## src/sv/sphere_mesh_index_generator_assert.svh

```systemverilog
// Assertion macros shared by the sphere mesh index generator RTL.
// Each macro expands to one labeled concurrent assertion; no other dependencies.
`ifndef SPHERE_MESH_INDEX_GENERATOR_ASSERT_SVH
`define SPHERE_MESH_INDEX_GENERATOR_ASSERT_SVH

// Same-cycle implication, disabled during reset.
`define SMIG_ASSERT_NOW(label, clk, rst, ante, cons) \
  label: assert property (@(posedge clk) disable iff (rst) (ante) |-> (cons)) \
    else $error("smig assertion failed");

// Next-cycle implication, disabled during reset.
`define SMIG_ASSERT_NEXT(label, clk, rst, ante, cons) \
  label: assert property (@(posedge clk) disable iff (rst) (ante) |=> (cons)) \
    else $error("smig assertion failed");

`endif

```

## src/sv/smig_pkg.sv

```systemverilog
// Shared types for the sphere mesh index generator.
// Used by smig_cfg, smig_seq and the top level; depends on nothing.
`default_nettype none

package smig_pkg;

  localparam int unsigned RES_W   = 9;
  localparam int unsigned IDX_W   = 16;
  localparam int unsigned RING_W  = 8;

  // Walk position within the mesh.
  typedef enum logic [2:0] {
    PH_SOUTH = 3'b001,
    PH_RING  = 3'b010,
    PH_NORTH = 3'b100
  } phase_t;

  // Configuration seen by the sequencer: effective resolution and write strobe.
  typedef struct packed {
    logic [RES_W-1:0] res;
    logic             wr;
  } cfg_t;

  // One emitted triangle.
  typedef struct packed {
    logic [IDX_W-1:0] a;
    logic [IDX_W-1:0] b;
    logic [IDX_W-1:0] c;
    logic             last;
  } tri_t;

endpackage

`default_nettype wire

```

## src/sv/smig_cfg.sv

```systemverilog
// Resolution register with range clamping for the sphere mesh index generator.
// Depends on smig_pkg for the configuration struct.
`default_nettype none

module smig_cfg #(
  parameter int unsigned MAX_RESOLUTION = 256
) (
  input  wire logic                      clk,
  input  wire logic                      rst,
  input  wire logic                      wr_en,
  input  wire logic [smig_pkg::RES_W-1:0] wr_data,
  output smig_pkg::cfg_t                 cfg
);
  import smig_pkg::*;

  localparam logic [RES_W-1:0] RES_MIN   = RES_W'(3);
  localparam logic [RES_W-1:0] RES_MAX   = RES_W'(MAX_RESOLUTION);
  localparam logic [RES_W-1:0] RES_RESET = RES_W'(16);

  logic [RES_W-1:0] resolution;

  // Raw register value; a write replaces it.
  always_ff @(posedge clk) begin
    if (rst) begin
      resolution <= RES_RESET;
    end else if (wr_en) begin
      resolution <= wr_data;
    end
  end

  // Out-of-range values act as the nearest bound.
  always_comb begin
    if (resolution < RES_MIN) begin
      cfg.res = RES_MIN;
    end else if (resolution > RES_MAX) begin
      cfg.res = RES_MAX;
    end else begin
      cfg.res = resolution;
    end
    cfg.wr = wr_en;
  end

endmodule

`default_nettype wire

```

## src/sv/smig_seq.sv

```systemverilog
// Triangle walk state and vertex index computation for the sphere mesh.
// Depends on smig_pkg for the phase type and the config and triangle structs.
`default_nettype none

module smig_seq (
  input  wire logic           clk,
  input  wire logic           rst,
  input  wire smig_pkg::cfg_t cfg,
  input  wire logic           step,
  input  wire logic           restart,
  output smig_pkg::tri_t      tri_out
);
  import smig_pkg::*;

  phase_t            phase, phase_next;
  logic [RING_W-1:0] ring_index, ring_index_next;
  logic [RES_W-1:0]  column_index, column_index_next;
  logic              second_of_pair, second_of_pair_next;
  logic [IDX_W-1:0]  lower_ring_base, lower_ring_base_next;
  logic [IDX_W-1:0]  upper_ring_base, upper_ring_base_next;

  phase_t            cur_phase;
  logic [RING_W-1:0] cur_ring;
  logic [RES_W-1:0]  cur_col;
  logic              cur_second;
  logic [IDX_W-1:0]  cur_lower;
  logic [IDX_W-1:0]  cur_upper;

  logic [RES_W-1:0]  col;
  logic [RES_W-1:0]  nxt;
  logic              col_end;
  logic [IDX_W-1:0]  col16;
  logic [IDX_W-1:0]  nxt16;
  logic [IDX_W-1:0]  res16;

  // A restart request sees the walk as if freshly started.
  always_comb begin
    if (restart) begin
      cur_phase  = PH_SOUTH;
      cur_ring   = RING_W'(1);
      cur_col    = RES_W'(1);
      cur_second = 1'b0;
      cur_lower  = '0;
      cur_upper  = '0;
    end else begin
      cur_phase  = phase;
      cur_ring   = ring_index;
      cur_col    = column_index;
      cur_second = second_of_pair;
      cur_lower  = lower_ring_base;
      cur_upper  = upper_ring_base;
    end
  end

  // Column and its wrapping neighbor.
  always_comb begin
    if (cur_col == '0 || cur_col > cfg.res) begin
      col = RES_W'(1);
    end else begin
      col = cur_col;
    end
    col_end = (col >= cfg.res);
    nxt     = col_end ? RES_W'(1) : col + RES_W'(1);
    col16   = IDX_W'(col);
    nxt16   = IDX_W'(nxt);
    res16   = IDX_W'(cfg.res);
  end

  // Triangle corners and the following walk position.
  always_comb begin
    phase_next           = cur_phase;
    ring_index_next      = cur_ring;
    column_index_next    = cur_col;
    second_of_pair_next  = cur_second;
    lower_ring_base_next = cur_lower;
    upper_ring_base_next = cur_upper;
    tri_out.last         = 1'b0;

    case (cur_phase)
      PH_RING: begin
        tri_out.c = col16 + cur_lower;
        if (!cur_second) begin
          tri_out.a           = nxt16 + cur_upper;
          tri_out.b           = col16 + cur_upper;
          second_of_pair_next = 1'b1;
        end else begin
          tri_out.a           = nxt16 + cur_lower;
          tri_out.b           = nxt16 + cur_upper;
          second_of_pair_next = 1'b0;
          if (col_end) begin
            column_index_next = RES_W'(1);
            if ({1'b0, cur_ring} >= cfg.res - RES_W'(3)) begin
              phase_next = PH_NORTH;
            end else begin
              ring_index_next      = cur_ring + RING_W'(1);
              lower_ring_base_next = cur_upper;
              upper_ring_base_next = cur_upper + res16;
            end
          end else begin
            column_index_next = col + RES_W'(1);
          end
        end
      end
      PH_NORTH: begin
        // The upper base of the last ring pair is the top ring's base.
        tri_out.a = nxt16 + cur_upper;
        tri_out.b = cur_upper + res16 + IDX_W'(1);
        tri_out.c = col16 + cur_upper;
        if (col_end) begin
          tri_out.last         = 1'b1;
          phase_next           = PH_SOUTH;
          ring_index_next      = RING_W'(1);
          column_index_next    = RES_W'(1);
          second_of_pair_next  = 1'b0;
          lower_ring_base_next = '0;
          upper_ring_base_next = '0;
        end else begin
          column_index_next = col + RES_W'(1);
        end
      end
      default: begin
        // South cap fan around the pole vertex.
        tri_out.a = nxt16;
        tri_out.b = col16;
        tri_out.c = '0;
        if (col_end) begin
          column_index_next   = RES_W'(1);
          second_of_pair_next = 1'b0;
          if (cfg.res > RES_W'(3)) begin
            phase_next           = PH_RING;
            ring_index_next      = RING_W'(1);
            lower_ring_base_next = '0;
            upper_ring_base_next = res16;
          end else begin
            phase_next = PH_NORTH;
          end
        end else begin
          phase_next        = PH_SOUTH;
          column_index_next = col + RES_W'(1);
        end
      end
    endcase
  end

  // Walk state; a configuration write starts over.
  always_ff @(posedge clk) begin
    if (rst || cfg.wr) begin
      phase           <= PH_SOUTH;
      ring_index      <= RING_W'(1);
      column_index    <= RES_W'(1);
      second_of_pair  <= 1'b0;
      lower_ring_base <= '0;
      upper_ring_base <= '0;
    end else if (step) begin
      phase           <= phase_next;
      ring_index      <= ring_index_next;
      column_index    <= column_index_next;
      second_of_pair  <= second_of_pair_next;
      lower_ring_base <= lower_ring_base_next;
      upper_ring_base <= upper_ring_base_next;
    end
  end

endmodule

`default_nettype wire

```

## src/sv/sphere_mesh_index_generator.sv

```systemverilog
// Sphere mesh index generator: emits the vertex indices of a UV sphere's
// triangles, one triangle per request, south cap first, then the ring
// pairs, then the north cap, and wraps after the final triangle.
//
// Request channel: in_valid / in_stall with the restart bit. A request with
// restart set begins again at the first south-cap triangle.
// Result channel: out_valid / out_stall with the three corner indices and
// last_of_mesh. Configuration channel: cfg_valid / cfg_ready with the
// resolution; cfg_ready is always high and every write restarts the walk.
//
// A request transfer loads the request register; the result register is loaded
// from it when the request advances, and the result can then transfer. One
// triangle per cycle is sustained while the receiver does not stall; the walk
// counters and base adders are combinational logic.
// When the receiver stalls, the result register holds and one more request
// can wait in the request register before in_stall rises.
// Synchronous reset empties both registers, sets resolution to 16 and puts
// the walk at the first south-cap triangle.
// Depends on smig_pkg, smig_cfg, smig_seq and the assertion macro header.
`default_nettype none

module sphere_mesh_index_generator #(
  parameter int unsigned MAX_RESOLUTION = 256
) (
  input  wire logic                       clk,
  input  wire logic                       rst,
  input  wire logic                       cfg_valid,
  output wire logic                       cfg_ready,
  input  wire logic [smig_pkg::RES_W-1:0] resolution,
  input  wire logic                       in_valid,
  output wire logic                       in_stall,
  input  wire logic                       restart,
  output logic                            out_valid,
  input  wire logic                       out_stall,
  output logic [smig_pkg::IDX_W-1:0]      corner_first,
  output logic [smig_pkg::IDX_W-1:0]      corner_second,
  output logic [smig_pkg::IDX_W-1:0]      corner_third,
  output logic                            last_of_mesh
);
  import smig_pkg::*;

  `include "sphere_mesh_index_generator_assert.svh"

  cfg_t cfg;
  tri_t tri_comb;

  logic req_valid;
  logic req_restart;
  logic out_ready;
  logic in_take;
  logic advance;

  // Configuration is always accepted.
  assign cfg_ready = 1'b1;

  smig_cfg #(
    .MAX_RESOLUTION (MAX_RESOLUTION)
  ) u_cfg (
    .clk     (clk),
    .rst     (rst),
    .wr_en   (cfg_valid && cfg_ready),
    .wr_data (resolution),
    .cfg     (cfg)
  );

  // Handshake between request register and result register.
  assign out_ready = !out_valid || !out_stall;
  assign advance   = req_valid && out_ready;
  assign in_stall  = req_valid && !out_ready;
  assign in_take   = in_valid && !in_stall;

  smig_seq u_seq (
    .clk     (clk),
    .rst     (rst),
    .cfg     (cfg),
    .step    (advance),
    .restart (req_restart),
    .tri_out (tri_comb)
  );

  // Request register.
  always_ff @(posedge clk) begin
    if (rst) begin
      req_valid <= 1'b0;
    end else if (in_take) begin
      req_valid <= 1'b1;
    end else if (advance) begin
      req_valid <= 1'b0;
    end
  end

  always_ff @(posedge clk) begin
    if (in_take) begin
      req_restart <= restart;
    end
  end

  // Result register.
  always_ff @(posedge clk) begin
    if (rst) begin
      out_valid <= 1'b0;
    end else if (advance) begin
      out_valid <= 1'b1;
    end else if (!out_stall) begin
      out_valid <= 1'b0;
    end
  end

  always_ff @(posedge clk) begin
    if (advance) begin
      corner_first  <= tri_comb.a;
      corner_second <= tri_comb.b;
      corner_third  <= tri_comb.c;
      last_of_mesh  <= tri_comb.last;
    end
  end

  // A request moved forward always lands in the result register.
  `SMIG_ASSERT_NEXT(a_advance_lands, clk, rst, advance, out_valid)
  // A blocked request is neither lost nor overwritten.
  `SMIG_ASSERT_NEXT(a_req_kept, clk, rst, req_valid && !out_ready, req_valid)
  // The closing north-cap triangle spans column 1 and column res.
  `SMIG_ASSERT_NOW(a_last_span, clk, rst, out_valid && last_of_mesh,
    corner_third - corner_first == IDX_W'(cfg.res) - IDX_W'(1))

endmodule

`default_nettype wire
```

## config.mk

```make
export PLATFORM = sky130hd
export DESIGN_NAME = sphere_mesh_index_generator
export DESIGN_NICKNAME = d
export VERILOG_FILES = /design/src/sv/smig_pkg.sv /design/src/sv/smig_cfg.sv /design/src/sv/smig_seq.sv /design/src/sv/sphere_mesh_index_generator.sv
export VERILOG_INCLUDE_DIRS = /design/src /design/src/sv
export SDC_FILE = /design/constraint.sdc
export NUM_CORES = 1
export LEC_CHECK = 0
export ABC_AREA = 1
export BUFFER_PORTS_ARGS = -buffer_cell sky130_fd_sc_hd__buf_2
export CORE_ASPECT_RATIO = 0.8
export CORE_MARGIN = 5
export CORE_UTILIZATION = 60
export CTS_CLUSTER_DIAMETER = 30
export DETAILED_ROUTE_END_ITERATION = 7
export GPL_TIMING_DRIVEN = 0
export PLACE_DENSITY_LB_ADDON = 0.05
export SLEW_MARGIN = 0
export SYNTH_ARGS = -nofsm -noshare
export SYNTH_HDL_FRONTEND = slang
export SYNTH_SLANG_ARGS = --single-unit
```

## constraint.sdc

```tcl
create_clock -name clk -period 7.3 [get_ports clk]
set_input_delay 1.095 -clock clk [delete_from_list [all_inputs] [get_ports clk]]
set_output_delay 1.095 -clock clk [all_outputs]
set_load 0.02 [all_outputs]
```

After elaboration in Yosys (flattened, before gate mapping)

Cells that the tools add are included.

Bits in registers: 114
Input port bits: 15
Output and inout bits: 52
Word-level logic and storage cells: 94

$add $sub $neg: 9
Magnitude comparators: 6
Equality and inequality tests: 3
Mux-type cells: 50
Reductions and logical operators: 12

Operators by type and width:

| kind                    | count |
|---|---|
| $mux W16                | 14 |
| $pmux W48 S2            | 1 |
| $add A9 B16 Y16         | 4 |
| $pmux W16 S2            | 2 |
| $mux W9                 | 7 |
| $mux W8                 | 7 |
| $mux W32                | 1 |
| $mux W3                 | 7 |
| $add A16 B1 Y16 const B | 1 |
| $add A16 B9 Y16         | 1 |
| $pmux W8 S2             | 1 |
| $add A9 B1 Y9 const B   | 1 |
| $ge A8 B9 Y1            | 1 |
| $ge A9 B9 Y1            | 1 |
| $gt A9 B2 Y1 const B    | 1 |
| $gt A9 B9 Y1            | 1 |
| $gt A9 B9 Y1 const B    | 1 |
| $logic_not A9 Y1        | 1 |
| $lt A9 B2 Y1 const B    | 1 |
| $mux W1                 | 9 |
| $sub A9 B2 Y9 const B   | 1 |
| $add A8 B1 Y8 const B   | 1 |
| $pmux W3 S2             | 1 |
| $logic_not A1 Y1        | 4 |
| other kinds (6)         | 10 |

Depth between registers and ports, before layout

Gate-level depths: netlist of the first run.

Depth in word-level cells: 11
Gate-level depth with buffers: 50
Mapped depth without buffers: 49

Hierarchy

From an unflattened synthesis of the first run, not the netlist that was laid out.

Cells, all modules: 1520
Area, all modules: 10134.7 µm²

By module, submodules not included:

| module                      | times used | cells each | area an instance (µm²) | sequential area each (µm²) |
|---|---|---|---|---|
| smig_seq                    | 1          | 1394       | 8107.8                 | 1061.0 |
| sphere_mesh_index_generator | 1          | 64         | 1604.0                 | 1541.5 |
| smig_cfg                    | 1          | 62         | 422.9                  | 180.2 |

Worst setup path after synthesis of the first run

OpenSTA, ideal clock, no wires.

Path type: reg2reg
From: register u_cfg.resolution[4]
To: register corner_first[14] (netlist name), data pin
Setup time: 0.249 ns
Arrival: 5.334 ns
Required time: 7.051 ns
Setup slack: 1.717 ns
Stages on the path, launching flop included: 48
Path buffers: 1
Period minus slack after synthesis: 5.583 ns
Cells stage by stage: dfxtp_1 nor2_1 nand4_2 nor2_4 nor2_8 nor2_2 inv_1 ha_1 nand2_1 inv_1 nand2_1 nand2_1 nand2_1 nand3_1 nand2_1 nand2_4 inv_4 nand2_1 (+12 left out) nand2_1 fa_1 o21ai_0 nand2_1 nand2_1 a21oi_1 nor2_1 o21ai_0 nand2_1 nand2_1 a21oi_1 inv_1 nor2_1 o21ai_0 nand3_1 nand3_1 nand2_1 inv_1

RTL lines:

| item                   | line                               | RTL |
|---|---|---|
| from (decl)            | smig_cfg.sv:20                     | `logic [RES_W-1:0] resolution;` |
| from (signal assigned) | smig_cfg.sv:27                     | `resolution <= wr_data;` |
| to (signal assigned)   | sphere_mesh_index_generator.sv:111 | `corner_first <= tri_comb.a;` |
| to (decl)              | sphere_mesh_index_generator.sv:35  | `output logic [smig_pkg::IDX_W-1:0] corner_first,` |

==> results of run 1 <==
==> power breakdown <==
| part | switching (mW) | total, mW | internal, mW |
|---|---|---|---|
| clock | 0.338 | 0.847 | 0.509 |
| combinational | 0.224 | 0.310 | 0.0853 |
| sequential | 0.00888 | 0.697 | 0.688 |
| total | 0.571 | 1.85 | 1.28 |
==> sequential cells by signal, summed over array words and instances (netlist names) <==
name,cells
u_seq.upper_ring_base,16
u_seq.lower_ring_base,16
req_valid,1
u_seq.column_index,9
u_cfg.resolution,9
corner_first,16
u_seq.ring_index,8
corner_second,16
req_restart,1
u_seq.second_of_pair,1
last_of_mesh,1
corner_third,16
u_seq.phase,3
out_valid,1
==> logic make-up (layout without fill, tap and decap cells) <==
group / Yosys count / in the layout / synth area share
xor+xnor: 39 / 39 / 0.03321
simple gates: 621 / 621 / 0.2713
other cells: 1 / 2 / 0.0003646
flops: 114 / 114 / 0.2706
buf+inv: 290 / 387 / 0.1114
fa+ha+maj: 75 / 75 / 0.09489
compound gates: 386 / 386 / 0.2182
==> worst paths after layout <==
| kind | to | slack, ns | depth (start not counted) |
|---|---|---|---|
| setup reg to reg | corner_first[14] | 0.12 | 41 |
| setup / recovery | corner_first[14] | 0.12 | 41 |
| hold reg to reg | u_seq.lower_ring_base[9] | 0.47 | 2 |
| hold / removal | u_seq.lower_ring_base[9] | 0.47 | 2 |
==> worst reg2reg max path: cells and delay by family (launching register included) <==
kind                       cells  cell delay, ns
DFF                            1            0.31
and+or+nand+nor               25            3.68
adders and majority gates      3            1.15
AOI/OAI and AO/OA              7            1.19
buffers and inverters          6            0.72
==> layer usage <==
metal,global-route usage,share of wire,vias to the layer above
li1,-,-,5291
met2,0.5333,0.38,999
met4,0.1480,0.040,0
met5,0,0,-
met1,0.5632,0.40,5218
met3,0.1707,0.17,152
==> synth_stat cells, drive strengths merged (20+ instances only) <==
library cell	n
nand2	342
inv	233
nor2	159
a21oi	146
o21ai	145
nand3	77
ha	70
dfxtp	64
edfxtp	50
clkbuf	32
xor2	31
o211ai	26
buf	20
==> stage by stage <==
step	hold WS [ns]	std cells
6_report	0.4680	1844
3_5_place_dp	0.4551	1812
2_1_floorplan	0.4415	1526
3_3_place_gp	0.4517	1811
4_1_cts	0.4639	1844
5_1_grt	0.4797	1843
==> cell type report <==
cell class | instances | area (sq um) | area share
clock buffers | 21 | 483.0 | 0.04195
flip-flops and latches | 114 | 2783 | 0.2417
repair buffers | 66 | 345.3 | 0.03000
multi-input cells | 1122 | 6385 | 0.5546
plain buffers | 51 | 239.0 | 0.02076
diodes | 1 | 2.502 | 0.0002174
inverters | 238 | 903.4 | 0.07847
well taps | 220 | 275.3 | 0.02391
clock inverters | 11 | 96.34 | 0.008369
==> repair_timing <==
item / 4_1_cts / 5_1_grt
hold buffers: 0 / 0
resized for setup: 0 / 10
endpoints found under the setup margin: 0 / 3
==> impl_metrics.tcl, run 1 <==
set metrics [dict create \
    ys_seq_area_frac 0.2706 \
    avgSynthCellArea_sq_um 6.740 \
    place.gp.congestion 1.053 \
    p_leak_nw 5.069 \
    syn_to_final_growth_pct 11.93 \
    cp_top_family "simple AND/OR/NAND/NOR gates" \
    root_buffer "clkbuf_16" \
    place_worst_setup_slack_ns 0.2716 \
    drt_iter0_markers 1929 \
    grt_max_degree 43 \
    cellPowerDensity_nw_per_um2 161.0 \
    ys_seq_elements 114 \
    yosysWarnings 0 \
    core_area_sq_um 16710 \
    crit_top_cell "nand2_1" \
    hpwl_um 30200 \
    status "finished, final reports clean" \
    crit_buf_inv 6 \
    min_from "u_seq.lower_ring_base[9]" \
    fin_crit_sh 0.9830 \
    port_buffers 65 \
    pin_count 67 \
    synth-edff-count 50 \
    layout-drive-gt1-share 0.1251 \
    syn_nets 1616 \
    rows 42 \
    clock_path_buffers 2 \
    finalSetupViolations 0 \
    grt_overflow 0 \
    hold_viol 0 \
    hold_class "reg2reg" \
    cpPeakStageDelay_ns 0.50 \
    fin_area_sq_um 11510 \
    final_nets 1700 \
    drc 0 \
    crit_path_start_kind "register" \
    ir_drop_v 0.0001080 \
    fin_util 0.6889 \
    die-area_sq_um 19880 \
    crit_type "reg2reg" \
    rsz0062_at_grt "no" \
    grt_pass1_vias 10300 \
    clock.fmax_mhz 139.4 \
    start_util 0.6155 \
    cpMaxStageDelayCell "fa_1" \
    worst_skew_pair.late_latency_ns 0.44 \
    worstPathArrival_ns 7.49 \
    num_vias 11660 \
    final_cell_mix "nand2_1 (322), inv_1 (211), a21oi_1 (139)" \
    drv_slew 0 \
    ant_nets 0 \
    rr_startpoint "u_cfg.resolution[4]" \
    p_total_mw 1.853 \
    cts.clk_slew.worst_paths_ns 0.07 \
    ys.flop_type "dfxtp_1" \
    crit_path_end_kind "register" \
    fill_cells 1480 \
    startpoint "u_cfg.resolution[4]" \
    post-cts-setup-buffers 0 \
    place_area_sq_um 10910 \
    cp.required_ns 7.61 \
    synth_top_area_cell "edfxtp_1" \
    ys_types 62 \
    syn_area_sq_um 10280 \
    numCtsBuffers 17 \
    synthTopCellsByArea "edfxtp_1 (15%), dfxtp_1 (12%), nand2_1 (12%)" \
    path_max_fanout 10 \
    timing.final.ws_setup_ns 0.1242 \
    setup_tns_ns 0 \
    fin_skew_ns 0.01558 \
    synth.top_cell.area_share 0.1460 \
    clock-sinks 114 \
    grtUsageTotal 0.3977 \
    grt_antenna_before_repair 0 \
    worstMarginPinSlew_ns 1.087 \
    htreeDepth 4 \
    fin_crit_ns 7.176 \
    firstDrtPassIters 6 \
    max_cap_violations 0 \
    wl_per_cell_um 21.83 \
    routed_wl_um 40250 \
    slew_headroom 0.2755 \
    die_h_um 127.1 \
    viasPerCell 6.323 \
    grt_pass1_wl_um 60010 \
    layout_commonest_cell "nand2_1" \
    async_flop_share 0 \
    chipWidth_um 156.4 \
    cts_tree "yes" \
    synth_cells 1526 \
]
No activity file was read; power rests on OpenSTA's default activity.
==> run 2, diff against run 1 <==
--- a/config.mk
+++ b/config.mk
@@ -14,7 +14,7 @@
 export CTS_CLUSTER_DIAMETER = 30
 export DETAILED_ROUTE_END_ITERATION = 7
 export GPL_TIMING_DRIVEN = 0
-export PLACE_DENSITY_LB_ADDON = 0.05
+export PLACE_DENSITY = 0.86
 export SLEW_MARGIN = 0
 export SYNTH_ARGS = -nofsm -noshare
 export SYNTH_HDL_FRONTEND = slang
==> run 2 against run 1 <==
  * Utilization shrank 0.060 points
  * Worst hold slack lost 0.00052 ns
  * Routed wire length grew 0.58%
  * Sequential share of layout area is essentially flat
  * Largest power group unchanged
  * First-iteration DRC count grew 17%
  * Critical path depth grew 3
  * Flip-flop and latch count is the same
  * Critical endpoint unchanged
==> impl_metrics.tcl, run 2 (same netlist as run 1, synthesis figures left out) <==
set metrics [dict create \
    worst_skew_pair.late_latency_ns 0.43 \
    num_vias 11740 \
    hold_class "reg2reg" \
    clock.fmax_mhz 142.8 \
    place.gp.congestion 1.071 \
    drt_iter0_markers 2254 \
    hpwl_um 30510 \
    layout-drive-gt1-share 0.1299 \
    crit_path_start_kind "register" \
    numCtsBuffers 17 \
    cts_tree "yes" \
    worstPathArrival_ns 7.32 \
    cp.required_ns 7.62 \
    die-area_sq_um 19880 \
    place_inst 1812 \
    grt_max_degree 43 \
    rsz0062_at_grt "yes" \
    stdcell_count 1844 \
    layout_commonest_cell "nand2_1" \
    die_h_um 127.1 \
    cellPowerDensity_nw_per_um2 156.6 \
    rows 42 \
    grt_antenna_before_repair 1 \
    final_cell_mix "nand2_1 (322), inv_1 (211), a21oi_1 (138)" \
    grt_pass1_wl_um 60190 \
    antenna_cells 0 \
    drv_slew 0 \
    fin_crit_ns 7.005 \
    htreeDepth 4 \
    grtUsageTotal 0.3945 \
    hold_viol 0 \
    slew_headroom 0.3237 \
    finalSetupViolations 0 \
    fin_skew_ns 0.01078 \
    clock-sinks 114 \
    post-cts-setup-buffers 0 \
    ir_drop_v 0.0001537 \
    path_max_fanout 10 \
    port_buffers 65 \
    crit_path_end_kind "register" \
    clock_path_buffers 2 \
    crit_type "reg2reg" \
    holdWs_ns 0.4675 \
    firstDrtPassIters 8 \
    cpMaxStageDelayCell "nor2_1" \
    grt_pass1_vias 10670 \
    viasPerCell 6.364 \
    cts.clk_slew.worst_paths_ns 0.06 \
    status "finished, final reports clean" \
    syn_to_final_growth_pct 11.84 \
    routed_wl_um 40480 \
    cpPeakStageDelay_ns 0.59 \
    grt_overflow 0 \
    place_area_sq_um 10910 \
    fin_area_sq_um 11500 \
    timing.final.ws_setup_ns 0.2953 \
    worstMarginPinSlew_ns 1.014 \
    start_util 0.6155 \
    crit_top_cell "nand2_1" \
    final_nets 1701 \
    root_buffer "clkbuf_16" \
    core_area_sq_um 16710 \
    place_worst_setup_slack_ns 0.2333 \
    setup_tns_ns 0 \
    fin_crit_sh 0.9596 \
    wl_per_cell_um 21.95 \
    max_cap_violations 0 \
    pin_count 67 \
    p_leak_nw 5.060 \
    holdBufCountCts 0 \
    chipWidth_um 156.4 \
    ant_nets 0 \
    drc 0 \
]
## run 2: repair_timing
action                                  CTS  global route
endpoints found under the setup margin    0            16
gates resized for setup                   0            16
endpoints found under the hold margin     0             0
## run 2: final cells by class
class                           count  area [sq um]
Buffer                             52         246.5
Clock buffer                       18         439.2
Clock inverter                     14         101.3
Fill cell                        1440          5209
Inverter                          238         907.1
Multi-Input combinational cell   1122          6405
Sequential cell                   114          2783
Tap cell                          220         275.3
Timing Repair Buffer               66         345.3
## run 2: stage by stage
step	total power, mW	utilization
2_1_floorplan	0.9093	-
5_1_grt	1.844	0.6883
3_3_place_gp	0.9944	0.6514
6_report	1.801	0.6883
4_1_cts	1.777	0.6850
3_5_place_dp	1.002	0.6527
## run 2: path summary, 6_finish.rpt
| kind | start | endpoint | slack [ns] | cells after the start |
|---|---|---|---|---|
| max reg2reg | u_cfg.resolution[4] | corner_first[14] | 0.30 | 44 |
| max | u_cfg.resolution[4] | corner_first[14] | 0.30 | 44 |
| min | u_seq.lower_ring_base[10] | u_seq.lower_ring_base[10] | 0.47 | 2 |
| min reg2reg | u_seq.lower_ring_base[10] | u_seq.lower_ring_base[10] | 0.47 | 2 |
## run 2: worst max-delay path, delay by kind of cell (launching register included)
family | cells | cell delay, ns
simple gates | 27 | 3.52
fa+ha+maj | 3 | 1.22
compound gates | 7 | 1.02
buf+inv | 7 | 0.78
flops | 1 | 0.32
## run 2: where the power goes
part	switching, mW	internal [mW]	leakage, nW	total, mW
registers	0.00955	0.688	0.994	0.697
logic	0.225	0.0858	3.79	0.311
clock network	0.347	0.446	0.273	0.793
total	0.582	1.22	5.06	1.80
## run 2: routing by layer
metal  track usage  routed length [um]  part of all wire  up-vias
met5             0                  14           0.00035        -
met4        0.1648                2017             0.050        2
met3        0.1346                6950              0.17      185
met2        0.5431               15830              0.39     1012
met1        0.5612               15670              0.39     5253
li1              -                   -                 -     5284
